[src/rtl/stm_pkg.sv]
`timescale 1ns / 1ps

package stm_pkg;

  localparam int unsigned WD_DIV   = 128;
  localparam int unsigned WD_PRE_W = (WD_DIV > 1) ? $clog2(WD_DIV) : 1;
  localparam int unsigned RT_BITS  = 20;

  localparam int unsigned DATA_W   = 32;
  localparam int unsigned SPAN_W   = 17;

  localparam logic [SPAN_W-1:0] SPAN_MAX     = 17'h10000;
  localparam logic [17:0]       WD_MODE_RST  = 18'h20000;
  localparam logic [19:0]       RT_MODE_RST  = 20'h80000;

  localparam int unsigned FLAG_PIT = 0;
  localparam int unsigned FLAG_WDT = 1;
  localparam int unsigned FLAG_RTT = 2;
  localparam int unsigned FLAG_ALM = 3;

  typedef enum logic [1:0] {
    ACT_TICK  = 2'd0,
    ACT_READ  = 2'd1,
    ACT_WRITE = 2'd2
  } stm_action_e;

  typedef enum logic [3:0] {
    REG_CR   = 4'd0,
    REG_PIMR = 4'd1,
    REG_WDMR = 4'd2,
    REG_RTMR = 4'd3,
    REG_SR   = 4'd4,
    REG_IER  = 4'd5,
    REG_IDR  = 4'd6,
    REG_IMR  = 4'd7,
    REG_RTAR = 4'd8,
    REG_CRTR = 4'd9
  } stm_reg_e;

  typedef struct packed {
    stm_action_e       action;
    stm_reg_e          reg_index;
    logic [DATA_W-1:0] write_data;
  } stm_req_t;

  typedef struct packed {
    logic [DATA_W-1:0] read_data;
    logic              irq;
  } stm_rsp_t;

  // A zero interval stands for the full 16-bit span.
  function automatic logic [SPAN_W-1:0] span16(input logic [15:0] v);
    logic [SPAN_W-1:0] r;
    r = (v == 16'd0) ? SPAN_MAX : {1'b0, v};
    return r;
  endfunction

endpackage

[src/rtl/stm_core.sv]
`timescale 1ns / 1ps

module stm_core (
  input  logic              clk_i,
  input  logic              rst_ni,
  input  logic              step_i,
  input  stm_pkg::stm_req_t req_i,
  output stm_pkg::stm_rsp_t rsp_o
);
  import stm_pkg::*;

  logic [15:0]         pit_value_q, pit_value_d;
  logic [SPAN_W-1:0]   pit_count_q, pit_count_d;
  logic [17:0]         wd_mode_q, wd_mode_d;
  logic [SPAN_W-1:0]   wd_count_q, wd_count_d;
  logic [WD_PRE_W-1:0] wd_pre_q, wd_pre_d;
  logic [19:0]         rt_mode_q, rt_mode_d;
  logic [SPAN_W-1:0]   rt_pre_q, rt_pre_d;
  logic [RT_BITS-1:0]  rt_count_q, rt_count_d;
  logic [RT_BITS-1:0]  alarm_q, alarm_d;
  logic [3:0]          status_q, status_d;
  logic [3:0]          mask_q, mask_d;

  logic [SPAN_W-1:0]   pit_dec;
  logic [SPAN_W-1:0]   wd_dec;
  logic [SPAN_W-1:0]   rt_pre_inc;
  logic [RT_BITS-1:0]  rt_inc;
  logic [DATA_W-1:0]   rd_data;

  assign pit_dec    = pit_count_q - SPAN_W'(1);
  assign wd_dec     = wd_count_q - SPAN_W'(1);
  assign rt_pre_inc = rt_pre_q + SPAN_W'(1);
  assign rt_inc     = rt_count_q + RT_BITS'(1);

  always_comb begin
    pit_value_d = pit_value_q;
    pit_count_d = pit_count_q;
    wd_mode_d   = wd_mode_q;
    wd_count_d  = wd_count_q;
    wd_pre_d    = wd_pre_q;
    rt_mode_d   = rt_mode_q;
    rt_pre_d    = rt_pre_q;
    rt_count_d  = rt_count_q;
    alarm_d     = alarm_q;
    status_d    = status_q;
    mask_d      = mask_q;
    rd_data     = '0;

    if (step_i) begin
      unique case (req_i.action)
        ACT_TICK: begin
          if (pit_dec == '0) begin
            status_d[FLAG_PIT] = 1'b1;
            pit_count_d        = span16(pit_value_q);
          end else begin
            pit_count_d = pit_dec;
          end

          if (wd_pre_q == WD_PRE_W'(WD_DIV - 1)) begin
            wd_pre_d = '0;
            if (wd_dec == '0) begin
              status_d[FLAG_WDT] = 1'b1;
              wd_count_d         = span16(wd_mode_q[15:0]);
            end else begin
              wd_count_d = wd_dec;
            end
          end else begin
            wd_pre_d = wd_pre_q + WD_PRE_W'(1);
          end

          if (rt_pre_inc >= span16(rt_mode_q[15:0])) begin
            rt_pre_d           = '0;
            rt_count_d         = rt_inc;
            status_d[FLAG_RTT] = 1'b1;
            if (rt_inc == alarm_q) begin
              status_d[FLAG_ALM] = 1'b1;
            end
          end else begin
            rt_pre_d = rt_pre_inc;
          end
        end

        ACT_READ: begin
          unique case (req_i.reg_index)
            REG_PIMR: rd_data = DATA_W'(pit_value_q);
            REG_WDMR: rd_data = DATA_W'(wd_mode_q);
            REG_RTMR: rd_data = DATA_W'(rt_mode_q);
            REG_SR: begin
              rd_data  = DATA_W'(status_q);
              status_d = '0;
            end
            REG_IMR:  rd_data = DATA_W'(mask_q);
            REG_RTAR: rd_data = DATA_W'(alarm_q);
            REG_CRTR: rd_data = DATA_W'(rt_count_q);
            default:  rd_data = '0;
          endcase
        end

        ACT_WRITE: begin
          unique case (req_i.reg_index)
            REG_CR: begin
              if (req_i.write_data[0]) begin
                wd_count_d = span16(wd_mode_q[15:0]);
                wd_pre_d   = '0;
              end
            end
            REG_PIMR: begin
              pit_value_d = req_i.write_data[15:0];
              pit_count_d = span16(req_i.write_data[15:0]);
            end
            REG_WDMR: wd_mode_d = req_i.write_data[17:0];
            REG_RTMR: begin
              rt_mode_d = req_i.write_data[19:0];
              rt_pre_d  = '0;
            end
            REG_IER:  mask_d = mask_q | req_i.write_data[3:0];
            REG_IDR:  mask_d = mask_q & ~req_i.write_data[3:0];
            REG_RTAR: alarm_d = req_i.write_data[RT_BITS-1:0];
            default: begin
            end
          endcase
        end

        default: begin
        end
      endcase
    end
  end

  assign rsp_o.read_data = rd_data;
  assign rsp_o.irq       = |(status_d & mask_d);

  always_ff @(posedge clk_i or negedge rst_ni) begin
    if (!rst_ni) begin
      pit_value_q <= '0;
      pit_count_q <= SPAN_MAX;
      wd_mode_q   <= WD_MODE_RST;
      wd_count_q  <= SPAN_MAX;
      wd_pre_q    <= '0;
      rt_mode_q   <= RT_MODE_RST;
      rt_pre_q    <= '0;
      rt_count_q  <= '0;
      alarm_q     <= '0;
      status_q    <= '0;
      mask_q      <= '0;
    end else begin
      pit_value_q <= pit_value_d;
      pit_count_q <= pit_count_d;
      wd_mode_q   <= wd_mode_d;
      wd_count_q  <= wd_count_d;
      wd_pre_q    <= wd_pre_d;
      rt_mode_q   <= rt_mode_d;
      rt_pre_q    <= rt_pre_d;
      rt_count_q  <= rt_count_d;
      alarm_q     <= alarm_d;
      status_q    <= status_d;
      mask_q      <= mask_d;
    end
  end

`ifndef ASSERT_OFF
  a_pit_count_nonzero: assert property (@(posedge clk_i) disable iff (!rst_ni)
    pit_count_q != '0)
    else $error("period counter reached zero");

  a_wd_count_nonzero: assert property (@(posedge clk_i) disable iff (!rst_ni)
    wd_count_q != '0)
    else $error("watchdog counter reached zero");

  a_rt_pre_in_span: assert property (@(posedge clk_i) disable iff (!rst_ni)
    rt_pre_q < span16(rt_mode_q[15:0]))
    else $error("real-time prescaler beyond its span");

  a_sr_read_clears: assert property (@(posedge clk_i) disable iff (!rst_ni)
    (step_i && req_i.action == ACT_READ && req_i.reg_index == REG_SR)
    |=> status_q == '0)
    else $error("status read did not clear the flags");
`endif

endmodule

[src/rtl/system_timer_pit_watchdog_rtc.sv]
`timescale 1ns / 1ps

// System timer with a period interval timer, a watchdog and a real-time
// counter with an alarm, driven by words: a slow-clock tick, a register
// read or a register write. A word is taken into an input register, updates
// the timer state once the result register can take it and lands in that
// result register; one word is accepted every cycle as long as results are
// taken, and the result register is the only thing that can stall the input
// side.

module system_timer_pit_watchdog_rtc (
  input  logic        clk_i,
  input  logic        rst_ni,
  input  logic        in_valid_i,
  output logic        in_ready_o,
  input  logic [1:0]  action_i,
  input  logic [3:0]  reg_index_i,
  input  logic [31:0] write_data_i,
  output logic        out_valid_o,
  input  logic        out_ready_i,
  output logic [31:0] read_data_o,
  output logic        irq_o
);
  import stm_pkg::*;

  logic     in_valid_q;
  stm_req_t req_q;
  logic     out_valid_q;
  stm_rsp_t rsp_q;
  stm_rsp_t rsp;
  logic     advance;

  assign advance    = in_valid_q && (!out_valid_q || out_ready_i);
  assign in_ready_o = !in_valid_q || advance;

  stm_core u_core (
    .clk_i  (clk_i),
    .rst_ni (rst_ni),
    .step_i (advance),
    .req_i  (req_q),
    .rsp_o  (rsp)
  );

  always_ff @(posedge clk_i or negedge rst_ni) begin
    if (!rst_ni) begin
      in_valid_q  <= 1'b0;
      out_valid_q <= 1'b0;
    end else begin
      if (in_ready_o) begin
        in_valid_q <= in_valid_i;
      end
      if (advance) begin
        out_valid_q <= 1'b1;
      end else if (out_ready_i) begin
        out_valid_q <= 1'b0;
      end
    end
  end

  always_ff @(posedge clk_i) begin
    if (in_valid_i && in_ready_o) begin
      req_q.action     <= stm_action_e'(action_i);
      req_q.reg_index  <= stm_reg_e'(reg_index_i);
      req_q.write_data <= write_data_i;
    end
    if (advance) begin
      rsp_q <= rsp;
    end
  end

  assign out_valid_o = out_valid_q;
  assign read_data_o = rsp_q.read_data;
  assign irq_o       = rsp_q.irq;

endmodule

[config.mk]
export PLATFORM = sky130hd
export DESIGN_NAME = system_timer_pit_watchdog_rtc
export DESIGN_NICKNAME = d
export VERILOG_FILES = /design/src/rtl/stm_pkg.sv /design/src/rtl/stm_core.sv /design/src/rtl/system_timer_pit_watchdog_rtc.sv
export SDC_FILE = /design/constraint.sdc
export NUM_CORES = 1
export LEC_CHECK = 0
export BUFFER_PORTS_ARGS = -buffer_cell sky130_fd_sc_hd__buf_2
export CORE_MARGIN = 5
export CORE_UTILIZATION = 55
export DETAILED_ROUTE_END_ITERATION = 7
export GPL_TIMING_DRIVEN = 0
export PLACE_DENSITY = 0.74
export SETUP_SLACK_MARGIN = 0.1
export SYNTH_ARGS = -nofsm -noshare
export SYNTH_HDL_FRONTEND = slang
export SYNTH_SLANG_ARGS = --single-unit
[constraint.sdc]
create_clock -name clk_i -period 4.5 [get_ports clk_i]
set_clock_uncertainty 0.15 [all_clocks]
set_input_delay 0 -clock clk_i [delete_from_list [all_inputs] [get_ports clk_i]]
set_output_delay 0 -clock clk_i [all_outputs]
set_load 0.02 [all_outputs]
==> qor.csv, run 1 <==
stage,metric,value,unit
synth,Syn Std Cell Area,11300,µm²
synth,Post-Synth XOR/XNOR Area,0.0556,
synth,Gate Count Post-Synth,1089,
global_route,first-pass GRT wire length,50200,µm
die,num rows,52,
synth,Synth area leaders,"dfrtp_1 35%, edfxtp_1 12%, mux2_2 7.3%",
sta,min Tclk post-route,3990,ps
global_route,gr usage total,0.263,
worst_setup_path,element type at the critical path start,flop,
sta,worst rel slew slack,0.0662,
placement,# port buffers,52,
sta,Final setup violation count,0,
die,die width,154,µm
synth,mux contribution to synthesized area,0.0770,
die,core area,20300,µm²
cts,number of CTS-inserted buffers,23,
cts,clock sinks,209,
final_layout,synth-to-layout area growth,16.0,%
power_and_ir_drop,pwr dens,435,nW/µm²
cts,Post-CTS Setup Inserts,0,
synth,simple-gate share of the synthesized area,0.159,
die,Top-Level Pins,77,
power_and_ir_drop,total power,0.00572,W
die,Chip Height,154,µm
synth,"EDFF count, synth",47,
worst_hold_path,hold crit path type,input pin to flop,
sta,Fin Setup TNS,0,ps
cts,H-tree depth,1,
synth,sequential area share after synthesis,0.482,
sta,actual slew at the worst max-slew pin,1390,ps
route,Via Count,9374,
route,Via density,6.26,
outcome,status,"complete, no violations",
power_and_ir_drop,leak pwr,5.58,nW
cts,CTS root buffer,clkbuf_16,
sta,final hold slack,29.8,ps
global_route,largest net degree at the start of global routing,85,
synth,largest family of logic cells by synthesized area,simple AND/OR/NAND/NOR gates,
die,die area,23600,µm²
cts,CTS tree,done,
cts,CTS max path bufs,3,
synth,top cell type's share of synthesized area,0.348,
synth,leading area contributor after synthesis,dfrtp_1,
synth,most numerous cell in the Yosys netlist,dfrtp_1,
synth,Mean Syn Cell Area,10.4,µm²
route,wire per inst,21.1,µm
sta,highest clock rate,250,MHz
route,"wirelength, routed",31600,µm
global_route,total gr overflow,0,
final_layout,diode count,0,
worst_setup_path,critical path capture point type,flop,
final_layout,area taken by flip-flops and latches,5470,µm²
route,1st-iter DRT viols,942,
final_layout,final net count,1276,
power_and_ir_drop,VDD IR max,0.315,mV
placement,GPL Wtd Cong,0.970,
worst_setup_path,crit-path max FO,10,
global_route,number of global-route vias before repair,8953,
cts,clock transition at the registers of the reported paths,60,ps
flow_run,MaxCap Viol Count,0,
worst_setup_path,data required time of the worst path,4630,ps
cts,clock insertion delay at the later pin of the skew report,530,ps
synth,Yosys warning count,0,
synth,Synth Area in Compound Gates,0.155,
sta,Final Hold Viols,0,
final_layout,Fill cells,1642,
synth,adder-cell share of the synthesized area,0.0273,
route,TritonRoute pass-1 iters,6,
sta,period utilization,0.887,
sta,PnR worst setup slack,507,ps
sta,RSZ-0062 raised after global routing,no,
route,antenna-violating nets left,0,
placement,pre-CTS setup slack,98.2,ps
worst_setup_path,worst setup path category,flop to flop,
sta,Slew Limit Fails,0,
synth,Yosys reg bits,209,
placement,dpl hpwl,22500,µm
synth,Most used DFF post-synth,dfrtp_1,
final_layout,Multi-input gate area,5430,µm²
die,Initial Util,0.559,
synth,"FFs w/ async S/R, synth",0.775,
global_route,initial antenna violation count,2,
synth,top post-synthesis cells by count,"158 x dfrtp_1, 74 x mux2_2, 74 x nand2_1",
route,DRC errors left,0,
worst_setup_path,Worst EP arrival,4120,ps
synth,Synth cell types,79,
final_layout,share of layout cells above drive strength 1,0.178,
-- layout by cell type (no fill, tap or decap), types with 20 or more instances in the layout --
master / instances
dfrtp_1: 158
inv_1: 37
ha_1: 24
buf_2: 61
nor2_1: 64
a21oi_1: 55
a22o_1: 26
clkbuf_16: 23
o21ai_0: 36
dlygate4sd3_1: 31
nor4_1: 30
nand2_1: 74
xor2_1: 37
a222oi_1: 20
clkbuf_1: 50
nor3_1: 42
edfxtp_1: 47
nand3_1: 31
mux2_2: 74
xnor2_1: 35
-- registers in the layout (all words and copies together) (netlist names) --
name and count:
u_core.rt_count_q 20, u_core.mask_q 4, out_valid_o 1, in_valid_q 1, u_core.rt_pre_q 17, read_data_o 20, irq_o 1, u_core.pit_count_q 17
u_core.pit_value_q 16, u_core.wd_pre_q 7, req_q 26, u_core.wd_mode_q 18, u_core.rt_mode_q 20, u_core.alarm_q 20, u_core.status_q 4, u_core.wd_count_q 17
-- metal layers --
metal,vias to the layer above,global-route usage,wire length [µm]
met3,82,0.0520,2680
met5,-,0,25
met2,430,0.405,14300
met4,4,0.0887,1180
met1,4558,0.375,13400
li1,4300,-,-
-- stage by stage --
| step | cell area [µm²] | cells | utilization |
|---|---|---|---|
| after CTS | 13100 | 1497 | 0.648 |
| after floorplan | 11400 | 1100 | - |
| after global placement | 12000 | 1422 | 0.590 |
| after detailed placement | 12000 | 1423 | 0.592 |
| after global routing | 13200 | 1497 | 0.648 |
| final | 13200 | 1497 | 0.648 |
-- power by group --
part           internal (W)  switching (W)
clock               0.00119       0.000798
combinational      0.000519       0.000616
sequential          0.00223       0.000374
-- logic make-up (layout without fill, tap and decap cells) --
| logic type | Yosys count | count (layout) |
|---|---|---|
| adder cells (fa/ha/maj) | 25 | 25 |
| AND/OR/NAND/NOR | 344 | 344 |
| AO/OA/AOI/OAI | 250 | 250 |
| other | 1 | 12 |
| flip-flops | 209 | 209 |
| multiplexers | 78 | 78 |
| buffers and inverters | 110 | 237 |
| XOR/XNOR | 72 | 72 |
-- path summary, 6_finish.rpt --
kind                                                 from  cells past startpoint                            endpoint  slack, ps
max                        u_core.rt_pre_q[2]$_DFFE_PN0P_                     15                     irq_o$_DFFE_PP_        510
min                                       write_data_i[9]                      2                  req_q[9]$_DFFE_PP_         30
max reg2reg                u_core.rt_pre_q[2]$_DFFE_PN0P_                     15                     irq_o$_DFFE_PP_        510
min reg2reg                u_core.wd_pre_q[5]$_DFFE_PN0P_                      1      u_core.wd_pre_q[5]$_DFFE_PN0P_        340
max in group asynchronous                          rst_ni                      4  u_core.pit_count_q[16]$_DFFE_PN1P_       3280
min in group asynchronous                          rst_ni                      3    u_core.wd_mode_q[17]$_DFFE_PN1P_        440
-- critical path, cell delays in order, from the launching register on --
cell      delay (ps)
dfrtp_1          420
nand3_1          130
nor2_1           140
and2_1           170
nand3_1          200
nor2_2           270
nand3_1          120
xnor2_1          210
ha_1             280
a21o_1           160
a21o_1           180
a211oi_2         280
a21o_1           290
buf_2            310
o221ai_1         170
a211o_1          280
-- area by class of cell --
| cell class | instances | share of cell area |
|---|---|---|
| plain buffers | 73 | 0.0272 |
| inverters | 37 | 0.0106 |
| multi-input cells | 781 | 0.413 |
| flip-flops and latches | 209 | 0.416 |
| clock buffers | 28 | 0.0459 |
| repair buffers | 85 | 0.0483 |
| well taps | 270 | 0.0257 |
| clock inverters | 14 | 0.0138 |
-- what timing repair did --
item,CTS,global route
resized for setup,1,4
pin swaps,0,0
hold endpoints to repair,188,0
hold buffers,32,0
setup endpoints to repair,1,3
Power figures use the tool's default switching activity.
==> inputs of run 2 (changes only) <==
--- a/config.mk
+++ b/config.mk
@@ -10,7 +10,7 @@
 export CORE_UTILIZATION = 55
 export DETAILED_ROUTE_END_ITERATION = 7
 export GPL_TIMING_DRIVEN = 0
-export PLACE_DENSITY = 0.74
+export PLACE_DENSITY_LB_ADDON = 0.2
 export SETUP_SLACK_MARGIN = 0.1
 export SYNTH_ARGS = -nofsm -noshare
 export SYNTH_HDL_FRONTEND = slang
==> qor.csv, run 2 (synthesis results as in run 1) <==
stage,metric,value,unit,change
route,wire per inst,21.3,µm,+0.91%
worst_setup_path,Reg2Reg Depth,15,,unchanged
global_route,first-pass GRT wire length,50900,µm,+1.4%
final_layout,final net count,1277,,+0.078%
sta,Fin Setup TNS,0,ps,unchanged
die,Chip Height,154,µm,unchanged
global_route,gr usage total,0.268,,+0.00467
flow_run,MaxCap Viol Count,0,,unchanged
die,Initial Util,0.559,,unchanged
cts,clock insertion delay at the later pin of the skew report,520,ps,about the same
die,num rows,52,,unchanged
worst_hold_path,hold crit path type,input pin to flop,,
worst_setup_path,FF-to-FF setup slack,360,ps,-150 ps
power_and_ir_drop,VDD IR max,0.461,mV,+46%
worst_setup_path,critical path capture point type,flop,,
final_layout,share of layout cells above drive strength 1,0.178,,-0.000290
route,TritonRoute pass-1 iters,8,,+2
global_route,initial antenna violation count,2,,unchanged
worst_setup_path,Worst EP arrival,4260,ps,+140 ps
worst_setup_path,data required time of the worst path,4610,ps,-20 ps
cts,Post-CTS Setup Inserts,0,,unchanged
power_and_ir_drop,pwr dens,439,nW/µm²,+0.85%
cts,CTS root buffer,clkbuf_16,,
worst_setup_path,reg-to-reg startpoint,u_core.rt_pre_q[2]$_DFFE_PN0P_,,
die,die width,154,µm,unchanged
worst_setup_path,crit-path max FO,10,,unchanged
final_layout,Biggest register,req_q,,
worst_hold_path,Worst Hold Path Cells,2,,unchanged
route,Via Count,9302,,-0.77%
route,DRC errors left,6,,+6
global_route,total gr overflow,0,,unchanged
route,metal2 WL,14800,µm,+3.2%
die,Top-Level Pins,77,,unchanged
die,core area,20300,µm²,unchanged
placement,# port buffers,52,,unchanged
outcome,status,"finished, violations left",,
final_layout,number of flip-flops in the largest register,26,,unchanged
worst_setup_path,Crit Reg-Reg Endpoint,irq_o$_DFFE_PP_,,
route,met1 WL,13500,µm,+0.16%
route,antenna-violating nets left,0,,unchanged
sta,actual slew at the worst max-slew pin,1410,ps,+23.5 ps
die,die area,23600,µm²,unchanged
final_layout,"most common cell after layout, fill and taps aside",dfrtp_1,,
cts,clock sinks,209,,unchanged
sta,final hold slack,38.0,ps,+8.24 ps
worst_setup_path,worst setup path category,flop to flop,,
worst_hold_path,hold wc startpoint,reg_index_i[3],,
worst_setup_path,element type at the critical path start,flop,,
final_layout,synth-to-layout area growth,16.5,%,
worst_hold_path,Hold Path Sink,req_q[35]$_DFFE_PP_,,
global_route,number of global-route vias before repair,9001,,+0.54%
route,1st-iter DRT viols,945,,+0.32%
outcome,failing checks,DRC,,
sta,Final Hold Viols,0,,unchanged
power_and_ir_drop,leak pwr,5.60,nW,+0.46%
sta,period utilization,0.921,,+0.0335
final_layout,post-route cell area,13200,µm²,+0.44%
final_layout,diode count,0,,unchanged
cts,CTS tree,done,,
sta,worst rel slew slack,0.0504,,-0.0158
global_route,largest net degree at the start of global routing,90,,+5.9%
placement,placed cell areas,12000,µm²,unchanged
sta,highest clock rate,241,MHz,-3.6%
route,uppermost layer routed,met5,,
cts,H-tree depth,1,,unchanged
sta,RSZ-0062 raised after global routing,no,,
sta,Final setup violation count,0,,unchanged
sta,min Tclk post-route,4140,ps,+151 ps
route,Via density,6.21,,-0.90%
cts,CTS max path bufs,3,,unchanged
placement,dpl hpwl,22700,µm,+0.96%
route,routed length on met3,2420,µm,-9.5%
cts,clock transition at the registers of the reported paths,60,ps,about the same
sta,Slew Limit Fails,0,,unchanged
route,"wirelength, routed",32000,µm,+1.0%
placement,GPL Wtd Cong,0.973,,+0.34%
cts,number of CTS-inserted buffers,24,,+4.3%
final_layout,most frequent cells in the layout,"158 x dfrtp_1, 74 x nand2_1, 74 x mux2_2, 65 x nor2_1, 60 x buf_2",,
## run 2: worst max path at each step
stage | from | to | slack (ps) | depth (start not counted)
floorplan | u_core.rt_pre_q[2]$_DFFE_PN0P_ | irq_o$_DFFE_PP_ | 890 | 15
global placement | u_core.rt_pre_q[2]$_DFFE_PN0P_ | irq_o$_DFFE_PP_ | 100 | 15
detailed placement | u_core.rt_pre_q[0]$_DFFE_PN0P_ | irq_o$_DFFE_PP_ | 80 | 14
CTS | u_core.rt_pre_q[2]$_DFFE_PN0P_ | irq_o$_DFFE_PP_ | 280 | 15
global route | u_core.rt_pre_q[2]$_DFFE_PN0P_ | irq_o$_DFFE_PP_ | 130 | 15
finish | u_core.rt_pre_q[2]$_DFFE_PN0P_ | irq_o$_DFFE_PP_ | 360 | 15
## run 2: worst max-delay path: stages (launching register included)
cell      delay (ps)
dfrtp_1          420
nand3_1          130
nor2_1           120
and2_1           170
nand3_1          210
nor2_2           290
nand3_1          130
xnor2_1          240
ha_1             290
a21o_1           170
a21o_1           170
a211oi_1         370
a21o_1           310
clkbuf_4         290
o221ai_1         160
a211o_1          290
## run 2: metrics by stage
step | total power, W | std cells | utilization | worst slack, ps
floorplan | 0.00332 | 1100 | - | 889
global placement | 0.00366 | 1422 | 0.590 | 102
detailed placement | 0.00370 | 1423 | 0.592 | 76.3
CTS | 0.00580 | 1499 | 0.651 | 276
global route | 0.00608 | 1499 | 0.651 | 132
finish | 0.00580 | 1499 | 0.651 | 356
## run 2: metal layers
| layer | GRT usage | vias to the layer above |
|---|---|---|
| met5 | 0 | - |
| met4 | 0.0967 | 4 |
| met3 | 0.0596 | 79 |
| met2 | 0.423 | 362 |
| met1 | 0.365 | 4554 |
| li1 | - | 4303 |
## run 2: power breakdown
part	total [W]	internal, W	leakage [nW]	switching [W]
Clock	0.00207	0.00129	0.406	0.000780
Sequential	0.00260	0.00223	2.55	0.000373
Combinational	0.00112	0.000517	2.65	0.000607
## run 2: area by class of cell
| cell class | instances | area, µm² |
|---|---|---|
| fill | 1628 | 7080 |
| clock inverter | 11 | 161 |
| sequential | 209 | 5470 |
| inverter | 37 | 139 |
| timing repair buffer | 85 | 636 |
| clock buffer | 33 | 686 |
| buffer | 73 | 360 |
| tap | 270 | 338 |
| multi-input combinational | 781 | 5430 |
## run 2: repair_timing
action / in CTS / in global routing
resized for setup: 1 / 3
hold endpoints to repair: 188 / 0
endpoints found under the setup margin: 1 / 1
hold buffers: 32 / 0
